**src/design/assert_macros.svh**
```systemverilog
// Assertion macros shared by the point-in-polygon RTL.
`ifndef ASSERT_MACROS_SVH
`define ASSERT_MACROS_SVH
`ifndef SYNTH
// Check that prop holds at every clock edge outside reset.
`define PIC_ASSERT(lbl, clk, rstn, prop) \
  lbl: assert property (@(posedge clk) disable iff (!rstn) (prop)) \
    else $error("assertion failed");
// Check that prop never holds at a clock edge outside reset.
`define PIC_ASSERT_NEVER(lbl, clk, rstn, prop) \
  lbl: assert property (@(posedge clk) disable iff (!rstn) !(prop)) \
    else $error("forbidden condition seen");
`else
`define PIC_ASSERT(lbl, clk, rstn, prop)
`define PIC_ASSERT_NEVER(lbl, clk, rstn, prop)
`endif
`endif

```
**src/design/pic_pkg.sv**
```systemverilog
// Types, codes and widths shared by the point-in-polygon block.
`timescale 1ns / 1ps
`default_nettype none

package pic_pkg;

  localparam int MaxVertices = 64;
  localparam int MinVertices = 3;
  localparam int CoordW      = 16;
  localparam int DiffW       = CoordW + 1;
  localparam int ProdW       = 2 * DiffW;

  typedef enum logic [1:0] {
    CMD_CLEAR  = 2'd0,
    CMD_APPEND = 2'd1,
    CMD_QUERY  = 2'd2
  } pic_cmd_e;

  typedef enum logic [1:0] {
    STAT_OK  = 2'd0,
    STAT_FEW = 2'd1,
    STAT_OVF = 2'd2
  } pic_status_e;

  typedef enum logic [2:0] {
    ST_IDLE,
    ST_BASE,
    ST_FETCH,
    ST_MULA,
    ST_MULB,
    ST_CMP
  } pic_state_e;

  typedef enum logic [1:0] {
    PH_WEDGE1,
    PH_WEDGEN,
    PH_SEARCH,
    PH_EDGE
  } pic_phase_e;

  typedef struct packed {
    logic [1:0]               cmd;
    logic signed [CoordW-1:0] point_x;
    logic signed [CoordW-1:0] point_y;
  } pic_in_t;

  typedef struct packed {
    logic       inside_res;
    logic [1:0] status;
  } pic_out_t;

  typedef struct packed {
    logic signed [CoordW-1:0] x;
    logic signed [CoordW-1:0] y;
  } pic_vtx_t;

  // Step strobes for the shared cross-product unit.
  typedef struct packed {
    logic mul_a;
    logic mul_b;
  } pic_xctl_t;

  // Sign of the last cross product.
  typedef struct packed {
    logic neg;
    logic zero;
  } pic_xsign_t;

endpackage

`default_nettype wire

```
**src/design/pic_cross.sv**
```systemverilog
// Shared cross-product sign unit: one multiplier used for both products.
`timescale 1ns / 1ps
`default_nettype none

module pic_cross (
  input  logic                              clk_i,
  input  pic_pkg::pic_xctl_t                ctl_i,
  input  logic signed [pic_pkg::DiffW-1:0]  ux_i,
  input  logic signed [pic_pkg::DiffW-1:0]  uy_i,
  input  logic signed [pic_pkg::DiffW-1:0]  vx_i,
  input  logic signed [pic_pkg::DiffW-1:0]  vy_i,
  output pic_pkg::pic_xsign_t               sign_o
);

  import pic_pkg::*;

  logic signed [DiffW-1:0] op_a;
  logic signed [DiffW-1:0] op_b;
  logic signed [ProdW-1:0] prod;
  logic signed [ProdW-1:0] p_q;
  logic signed [ProdW-1:0] q_q;

  // Pick ux*vy in the first step, uy*vx in the second
  always_comb begin
    if (ctl_i.mul_b) begin
      op_a = uy_i;
      op_b = vx_i;
    end else begin
      op_a = ux_i;
      op_b = vy_i;
    end
  end

  assign prod = op_a * op_b;

  // Hold each product for the compare step
  always_ff @(posedge clk_i) begin
    if (ctl_i.mul_a) begin
      p_q <= prod;
    end
    if (ctl_i.mul_b) begin
      q_q <= prod;
    end
  end

  // Sign of ux*vy - uy*vx
  assign sign_o.neg  = (p_q < q_q);
  assign sign_o.zero = (p_q == q_q);

endmodule

`default_nettype wire

```
**src/design/point_in_convex_polygon.sv**
```systemverilog
// Top level: vertex table, query sequencer and result register.
// Clear and append complete in the idle state and never raise busy; no result.
// A query on fewer than three vertices strobes its result in the cycle after start.
// A full query holds busy through the wedge test, about log2(n-2) binary-search
// steps and an outer-edge test, and strobes as busy drops; each cross product
// costs a table read, two passes through the shared multiplier and a compare.
// Reset clears vertex count, overflow flag and sequencer; table contents stay.
`timescale 1ns / 1ps
`default_nettype none
`include "assert_macros.svh"

module point_in_convex_polygon #(
  parameter int MAX_VERTICES = pic_pkg::MaxVertices
) (
  input  logic              clk_i,
  input  logic              rst_ni,
  input  logic              start,
  output logic              busy,
  input  pic_pkg::pic_in_t  item_i,
  output logic              done_o,
  output pic_pkg::pic_out_t result_o
);

  import pic_pkg::*;

  localparam int AddrW = $clog2(MAX_VERTICES);
  localparam int CntW  = $clog2(MAX_VERTICES + 1);

  // Vertex table
  pic_vtx_t mem_q [MAX_VERTICES];
  pic_vtx_t rd_data_q;
  logic [AddrW-1:0] rd_addr;
  logic mem_we;

  // Control state
  pic_state_e state_q, state_d;
  pic_phase_e phase_q, phase_d;
  logic [CntW-1:0] count_q, count_d;
  logic ovf_q, ovf_d;
  logic done_q, done_d;

  // Datapath state
  logic signed [CoordW-1:0] px_q, px_d, py_q, py_d;
  logic signed [CoordW-1:0] base_x_q, base_x_d, base_y_q, base_y_d;
  logic signed [DiffW-1:0] vx_q, vx_d, vy_q, vy_d;
  logic signed [DiffW-1:0] ux_q, ux_d, uy_q, uy_d;
  logic [AddrW-1:0] lo_q, lo_d, hi_q, hi_d, mid_q, mid_d;
  pic_out_t res_q, res_d;

  pic_xctl_t  xctl;
  pic_xsign_t xsign;
  logic [CntW-1:0] cnt_m1;

  assign cnt_m1 = count_q - CntW'(1);

  // Shared cross-product unit
  pic_cross u_cross (
    .clk_i  (clk_i),
    .ctl_i  (xctl),
    .ux_i   (ux_q),
    .uy_i   (uy_q),
    .vx_i   (vx_q),
    .vy_i   (vy_q),
    .sign_o (xsign)
  );

  // Sequence commands and the query steps
  always_comb begin
    logic [AddrW-1:0] nlo;
    logic [AddrW-1:0] nhi;
    logic [AddrW:0]   nsum;
    state_d  = state_q;
    phase_d  = phase_q;
    count_d  = count_q;
    ovf_d    = ovf_q;
    done_d   = 1'b0;
    px_d     = px_q;
    py_d     = py_q;
    base_x_d = base_x_q;
    base_y_d = base_y_q;
    vx_d     = vx_q;
    vy_d     = vy_q;
    ux_d     = ux_q;
    uy_d     = uy_q;
    lo_d     = lo_q;
    hi_d     = hi_q;
    mid_d    = mid_q;
    res_d    = res_q;
    rd_addr  = '0;
    mem_we   = 1'b0;
    xctl     = '0;
    nlo      = lo_q;
    nhi      = hi_q;
    nsum     = '0;
    case (state_q)
      ST_IDLE: begin
        if (start) begin
          case (item_i.cmd)
            CMD_CLEAR: begin
              count_d = '0;
              ovf_d   = 1'b0;
            end
            CMD_APPEND: begin
              if (count_q < CntW'(MAX_VERTICES)) begin
                mem_we  = 1'b1;
                count_d = count_q + CntW'(1);
              end else begin
                ovf_d = 1'b1;
              end
            end
            CMD_QUERY: begin
              if (count_q < CntW'(MinVertices)) begin
                done_d           = 1'b1;
                res_d.inside_res = 1'b0;
                res_d.status     = STAT_FEW;
              end else begin
                px_d    = item_i.point_x;
                py_d    = item_i.point_y;
                lo_d    = AddrW'(1);
                hi_d    = cnt_m1[AddrW-1:0];
                phase_d = PH_WEDGE1;
                rd_addr = '0;
                state_d = ST_BASE;
              end
            end
            default: ;
          endcase
        end
      end
      ST_BASE: begin
        // Latch the fan apex (or edge start) and the vector to the point
        base_x_d = rd_data_q.x;
        base_y_d = rd_data_q.y;
        vx_d     = DiffW'(px_q) - DiffW'(rd_data_q.x);
        vy_d     = DiffW'(py_q) - DiffW'(rd_data_q.y);
        if (phase_q == PH_EDGE) begin
          rd_addr = lo_q + AddrW'(1);
        end else begin
          rd_addr = AddrW'(1);
        end
        state_d = ST_FETCH;
      end
      ST_FETCH: begin
        ux_d    = DiffW'(rd_data_q.x) - DiffW'(base_x_q);
        uy_d    = DiffW'(rd_data_q.y) - DiffW'(base_y_q);
        state_d = ST_MULA;
      end
      ST_MULA: begin
        xctl.mul_a = 1'b1;
        state_d    = ST_MULB;
      end
      ST_MULB: begin
        xctl.mul_b = 1'b1;
        state_d    = ST_CMP;
      end
      ST_CMP: begin
        case (phase_q)
          PH_WEDGE1: begin
            if (xsign.neg) begin
              done_d           = 1'b1;
              res_d.inside_res = 1'b0;
              res_d.status     = ovf_q ? STAT_OVF : STAT_OK;
              state_d          = ST_IDLE;
            end else begin
              rd_addr = hi_q;
              phase_d = PH_WEDGEN;
              state_d = ST_FETCH;
            end
          end
          PH_WEDGEN, PH_SEARCH: begin
            if (phase_q == PH_SEARCH) begin
              if (!xsign.neg) begin
                nlo = mid_q;
              end else begin
                nhi = mid_q;
              end
            end
            if (phase_q == PH_WEDGEN && !xsign.neg && !xsign.zero) begin
              done_d           = 1'b1;
              res_d.inside_res = 1'b0;
              res_d.status     = ovf_q ? STAT_OVF : STAT_OK;
              state_d          = ST_IDLE;
            end else begin
              lo_d = nlo;
              hi_d = nhi;
              nsum = {1'b0, nlo} + {1'b0, nhi};
              if ({1'b0, nhi} > ({1'b0, nlo} + (AddrW + 1)'(1))) begin
                // Narrow the fan around the midpoint ray
                mid_d   = nsum[AddrW:1];
                rd_addr = nsum[AddrW:1];
                phase_d = PH_SEARCH;
                state_d = ST_FETCH;
              end else begin
                // Triangle found: test its outer edge
                rd_addr = nlo;
                phase_d = PH_EDGE;
                state_d = ST_BASE;
              end
            end
          end
          PH_EDGE: begin
            done_d           = 1'b1;
            res_d.inside_res = !xsign.neg;
            res_d.status     = ovf_q ? STAT_OVF : STAT_OK;
            state_d          = ST_IDLE;
          end
          default: ;
        endcase
      end
      default: state_d = ST_IDLE;
    endcase
  end

  // Control registers
  always_ff @(posedge clk_i or negedge rst_ni) begin
    if (!rst_ni) begin
      state_q <= ST_IDLE;
      phase_q <= PH_WEDGE1;
      count_q <= '0;
      ovf_q   <= 1'b0;
      done_q  <= 1'b0;
    end else begin
      state_q <= state_d;
      phase_q <= phase_d;
      count_q <= count_d;
      ovf_q   <= ovf_d;
      done_q  <= done_d;
    end
  end

  // Datapath registers
  always_ff @(posedge clk_i) begin
    px_q     <= px_d;
    py_q     <= py_d;
    base_x_q <= base_x_d;
    base_y_q <= base_y_d;
    vx_q     <= vx_d;
    vy_q     <= vy_d;
    ux_q     <= ux_d;
    uy_q     <= uy_d;
    lo_q     <= lo_d;
    hi_q     <= hi_d;
    mid_q    <= mid_d;
    res_q    <= res_d;
  end

  // Table write and registered read
  always_ff @(posedge clk_i) begin
    if (mem_we) begin
      mem_q[count_q[AddrW-1:0]] <= '{x: item_i.point_x, y: item_i.point_y};
    end
    rd_data_q <= mem_q[rd_addr];
  end

  assign busy     = (state_q != ST_IDLE);
  assign done_o   = done_q;
  assign result_o = res_q;

  `PIC_ASSERT(a_busy_has_hull, clk_i, rst_ni, busy |-> count_q >= CntW'(MinVertices))
  `PIC_ASSERT(a_count_bound, clk_i, rst_ni, count_q <= CntW'(MAX_VERTICES))
  `PIC_ASSERT(a_mid_between, clk_i, rst_ni, (state_q == ST_CMP && phase_q == PH_SEARCH) |-> (lo_q < mid_q && mid_q < hi_q))
  `PIC_ASSERT(a_ovf_status, clk_i, rst_ni, (done_o && result_o.status == STAT_OVF) |-> ovf_q)

endmodule

`default_nettype wire

```
**config.mk**
```make
export PLATFORM = sky130hd
export DESIGN_NAME = point_in_convex_polygon
export DESIGN_NICKNAME = d
export VERILOG_FILES = /design/src/design/pic_pkg.sv /design/src/design/pic_cross.sv /design/src/design/point_in_convex_polygon.sv
export VERILOG_INCLUDE_DIRS = /design/src /design/src/design
export SDC_FILE = /design/constraint.sdc
export NUM_CORES = 2
export LEC_CHECK = 0
export BUFFER_PORTS_ARGS = -buffer_cell sky130_fd_sc_hd__buf_4
export CORE_ASPECT_RATIO = 1.75
export CORE_MARGIN = 4
export CORE_UTILIZATION = 64
export DETAILED_ROUTE_END_ITERATION = 8
export PLACE_DENSITY = 0.8
export SYNTH_ARGS = -nofsm -noshare
export SYNTH_HDL_FRONTEND = slang
export SYNTH_HIERARCHICAL = 1
export SYNTH_SLANG_ARGS = --single-unit
```
**constraint.sdc**
```tcl
create_clock -name clk_i -period 10.3 [get_ports clk_i]
set_input_delay 0.515 -clock clk_i [delete_from_list [all_inputs] [get_ports clk_i]]
set_output_delay 0.515 -clock clk_i [all_outputs]
set_load 0.05 [all_outputs]
```
==> impl_metrics.env <==
export IMPL_status="finished, final reports clean"
export IMPL_hold_buffers=1
export IMPL_final_min_clock_period_ps=8660
export IMPL_cts_tree="yes"
export IMPL_ys_async_sr_fraction_pct=0.605
export IMPL_r2r_end="rd_data_q[26]$_DFF_P_"
export IMPL_grt_pass1_vias=68400
export IMPL_grt_pass1_wl_microns=418000
export IMPL_cp_endpoint="rd_data_q[26]$_DFF_P_"
export IMPL_synth_top_family_by_area="compound AO/OA/AOI/OAI gates"
export IMPL_r2r_start="u_cross/p_q[5]$_DFFE_PP_"
export IMPL_die_y_microns=542
export IMPL_grtUsageTotal_pct=33.0
export IMPL_tns_ps=0
export IMPL_maxCapViolCount=0
export IMPL_antenna_found_initial=6
export IMPL_syn_area_per_cell_sq_um=13.4
export IMPL_cts_setup_buffers=0
export IMPL_final_cells=10100
export IMPL_max_freq_ghz=0.116
export IMPL_required_ps=11000
export IMPL_synth_simple_area_share_pct=9.59
export IMPL_netlist_instances=7790
export IMPL_syn_nets=8331
export IMPL_setup_viol=0
export IMPL_crit_type="register to register"
export IMPL_worst_slew_pin_slew_ps=1360
export IMPL_crit_start="u_cross/p_q[5]$_DFFE_PP_"
export IMPL_top_layer_used="met5"
export IMPL_startpoint_type="register"
export IMPL_synthXorXnorAreaFrac_pct=0.806
export IMPL_maxSlewViolCount=0
export IMPL_dr_pass1_iters=8
export IMPL_areaGrowthSynthToFinish_pct=9.45
export IMPL_wl_met1_microns=88500
export IMPL_setup_slack_ps=1640
export IMPL_clk_insertion_delay_late_ps=840
export IMPL_cts_resized=0
export IMPL_cts_root_buf="clkbuf_16"
export IMPL_rows=195
export IMPL_fp_dieW_microns=313
export IMPL_r2r_slack_ps=1640
export IMPL_io_pins=42
export IMPL_wl_per_cell_microns=28.0
export IMPL_drc=0
export IMPL_cp_arrival_ps=9350
export IMPL_drtIter0Drc=8537
export IMPL_hold_viol=0
export IMPL_reg2regPathDepth=26
export IMPL_final_common_cell="edfxtp_1"
export IMPL_layout_common_cells="edfxtp_1, nand2_1, inv_1"
export IMPL_relSlewSlack_pct=6.85
export IMPL_initial_core_util_pct=64.5
export IMPL_viasPerCell=6.73
export IMPL_grt_max_degree=153
export IMPL_place_hpwl_microns=181000
export IMPL_h_tree_depth=4
export IMPL_vias=67800
export IMPL_core_area_sq_mm=0.162
export IMPL_routed_wl_microns=282000
export IMPL_post_route_period_util_pct=84.0
export IMPL_synth_compound_area_share_pct=10.6
export IMPL_fillers=10300
export IMPL_synth_edf_count=2269
export IMPL_postRouteAntennaNets=0
export IMPL_placed_cells=9716
export IMPL_cp_max_fo=99
export IMPL_synth_ff_type="edfxtp_1"
export IMPL_numCtsBuffers=197
export IMPL_hp_class="input pin to register"
export IMPL_rsz0062_at_grt="no"
export IMPL_synth_fa_ha_area_share_pct=8.22
export IMPL_pre_cts_ws_ps=1720
export IMPL_drive_above_1_share_pct=8.56
export IMPL_gp_congestion=0.997
export IMPL_clockBufferDepth=4
export IMPL_synth_area_sq_mm=0.104
export IMPL_dieArea_sq_mm=0.170
export IMPL_port_buffers=41
export IMPL_yosys_cell_types_count=77
export IMPL_cts_sinks=2315
export IMPL_wl_met2_microns=146000
export IMPL_grt_remaining_overflow=0
export IMPL_path_clk_slew_ps=70
export IMPL_crit_path_end_kind="register"
export IMPL_wl_met3_microns=24400
export IMPL_ys_warn_count=6
export IMPL_synth_mux_area_share_pct=0.727
export IMPL_finClkSkew_ps=41.8
export IMPL_nNetsFinal=8290
export IMPL_ys_ff_latch=2315
export IMPL_synth_seq_area_share_pct=66.3
==> layout make-up <==
| type | instances | area, sq um | area share (%) |
|---|---|---|---|
| Antenna cell | 4 | 10.0 | 0.00877 |
| Clock buffer | 251 | 5300 | 4.64 |
| Timing Repair Buffer | 235 | 2090 | 1.83 |
| Multi-Input combinational cell | 4490 | 31800 | 27.9 |
| Tap cell | 2167 | 2710 | 2.38 |
| Sequential cell | 2315 | 69100 | 60.6 |
| Inverter | 510 | 1910 | 1.68 |
| Clock inverter | 105 | 1170 | 1.02 |
==> Yosys cell counts, drive strengths merged (130+ instances only) <==
cell	instances	area [sq um]
edfxtp	2269	68100
nand2	1427	5360
inv	510	1910
a21oi	488	2450
nor2	310	1170
fa	301	6030
a32oi	286	2500
clkbuf	279	1050
nor4	204	1300
ha	203	2540
buf	196	1000
a32o	130	1300
==> per-layer routing <==
layer / vias to the layer above / GRT usage, %
met4: 2 / 22.4
li1: 28900 / -
met2: 4254 / 58.7
met1: 33400 / 36.5
met5: - / 0
met3: 1206 / 4.88
==> worst min-delay path by stage <==
stage / startpoint / to / slack (ps) / cells after the start
floorplan: rst_ni / count_q[0]$_DFFE_PN0P_ / 220 / 0
global placement: rst_ni / done_o$_DFF_PN0_ / 390 / 1
detailed placement: rst_ni / done_o$_DFF_PN0_ / 390 / 1
CTS: item_i[33] / count_q[6]$_DFFE_PN0P_ / 50 / 4
global route: item_i[32] / count_q[3]$_DFFE_PN0P_ / 110 / 3
finish: item_i[33] / count_q[6]$_DFFE_PN0P_ / 90 / 4
==> state kept, by name, summed over array words and instances (netlist names), 6 cells and up <==
signal	cells
u_cross/q_q	34
vy_q	17
py_q	16
rd_data_q	32
u_cross/p_q	34
mem_q	2048
uy_q	17
count_q	7
vx_q	17
base_y_q	16
lo_q	6
ux_q	17
mid_q	6
hi_q	6
base_x_q	16
px_q	16
==> cells by family after synthesis <==
logic type      count (synthesis)
xor+xnor                       96
buf+inv                       985
fa+ha+maj                     504
mux                            72
flops                        2315
simple gates                 2300
compound gates               1518
==> worst max-delay path, stage by stage, from the launching register on <==
cell and delay [ps]:
edfxtp_1 370, ha_1 320, nand4_1 130, nor2_1 360, a21oi_1 130, o211ai_1 210
a21oi_1 170, o21ai_0 560, a21oi_1 170, buf_4 200, nand2b_1 380, mux2i_1 420
inv_1 160, ha_1 270, xnor2_1 150, ha_1 310, o21ai_1 130, a21oi_1 70
or4_1 600, nand4_1 320, and3_4 880, buf_12 420, a21oi_1 90, a32oi_1 320
o2111ai_1 170, or3_1 530, nor3_1 450
==> through the flow <==
| step | hold slack [ps] | area [sq um] | utilization, % |
|---|---|---|---|
| global route | 108 | 114000 | 70.6 |
| finish | 94.8 | 114000 | 70.6 |
| detailed placement | 394 | 108000 | 66.6 |
| global placement | 392 | 108000 | 66.6 |
| floorplan | 219 | 104000 | - |
| CTS | 48.1 | 114000 | 70.6 |
Power is left out: the tool's default activity adds up to more than one toggle a clock period on the data nets, which glitch-free logic cannot reach.
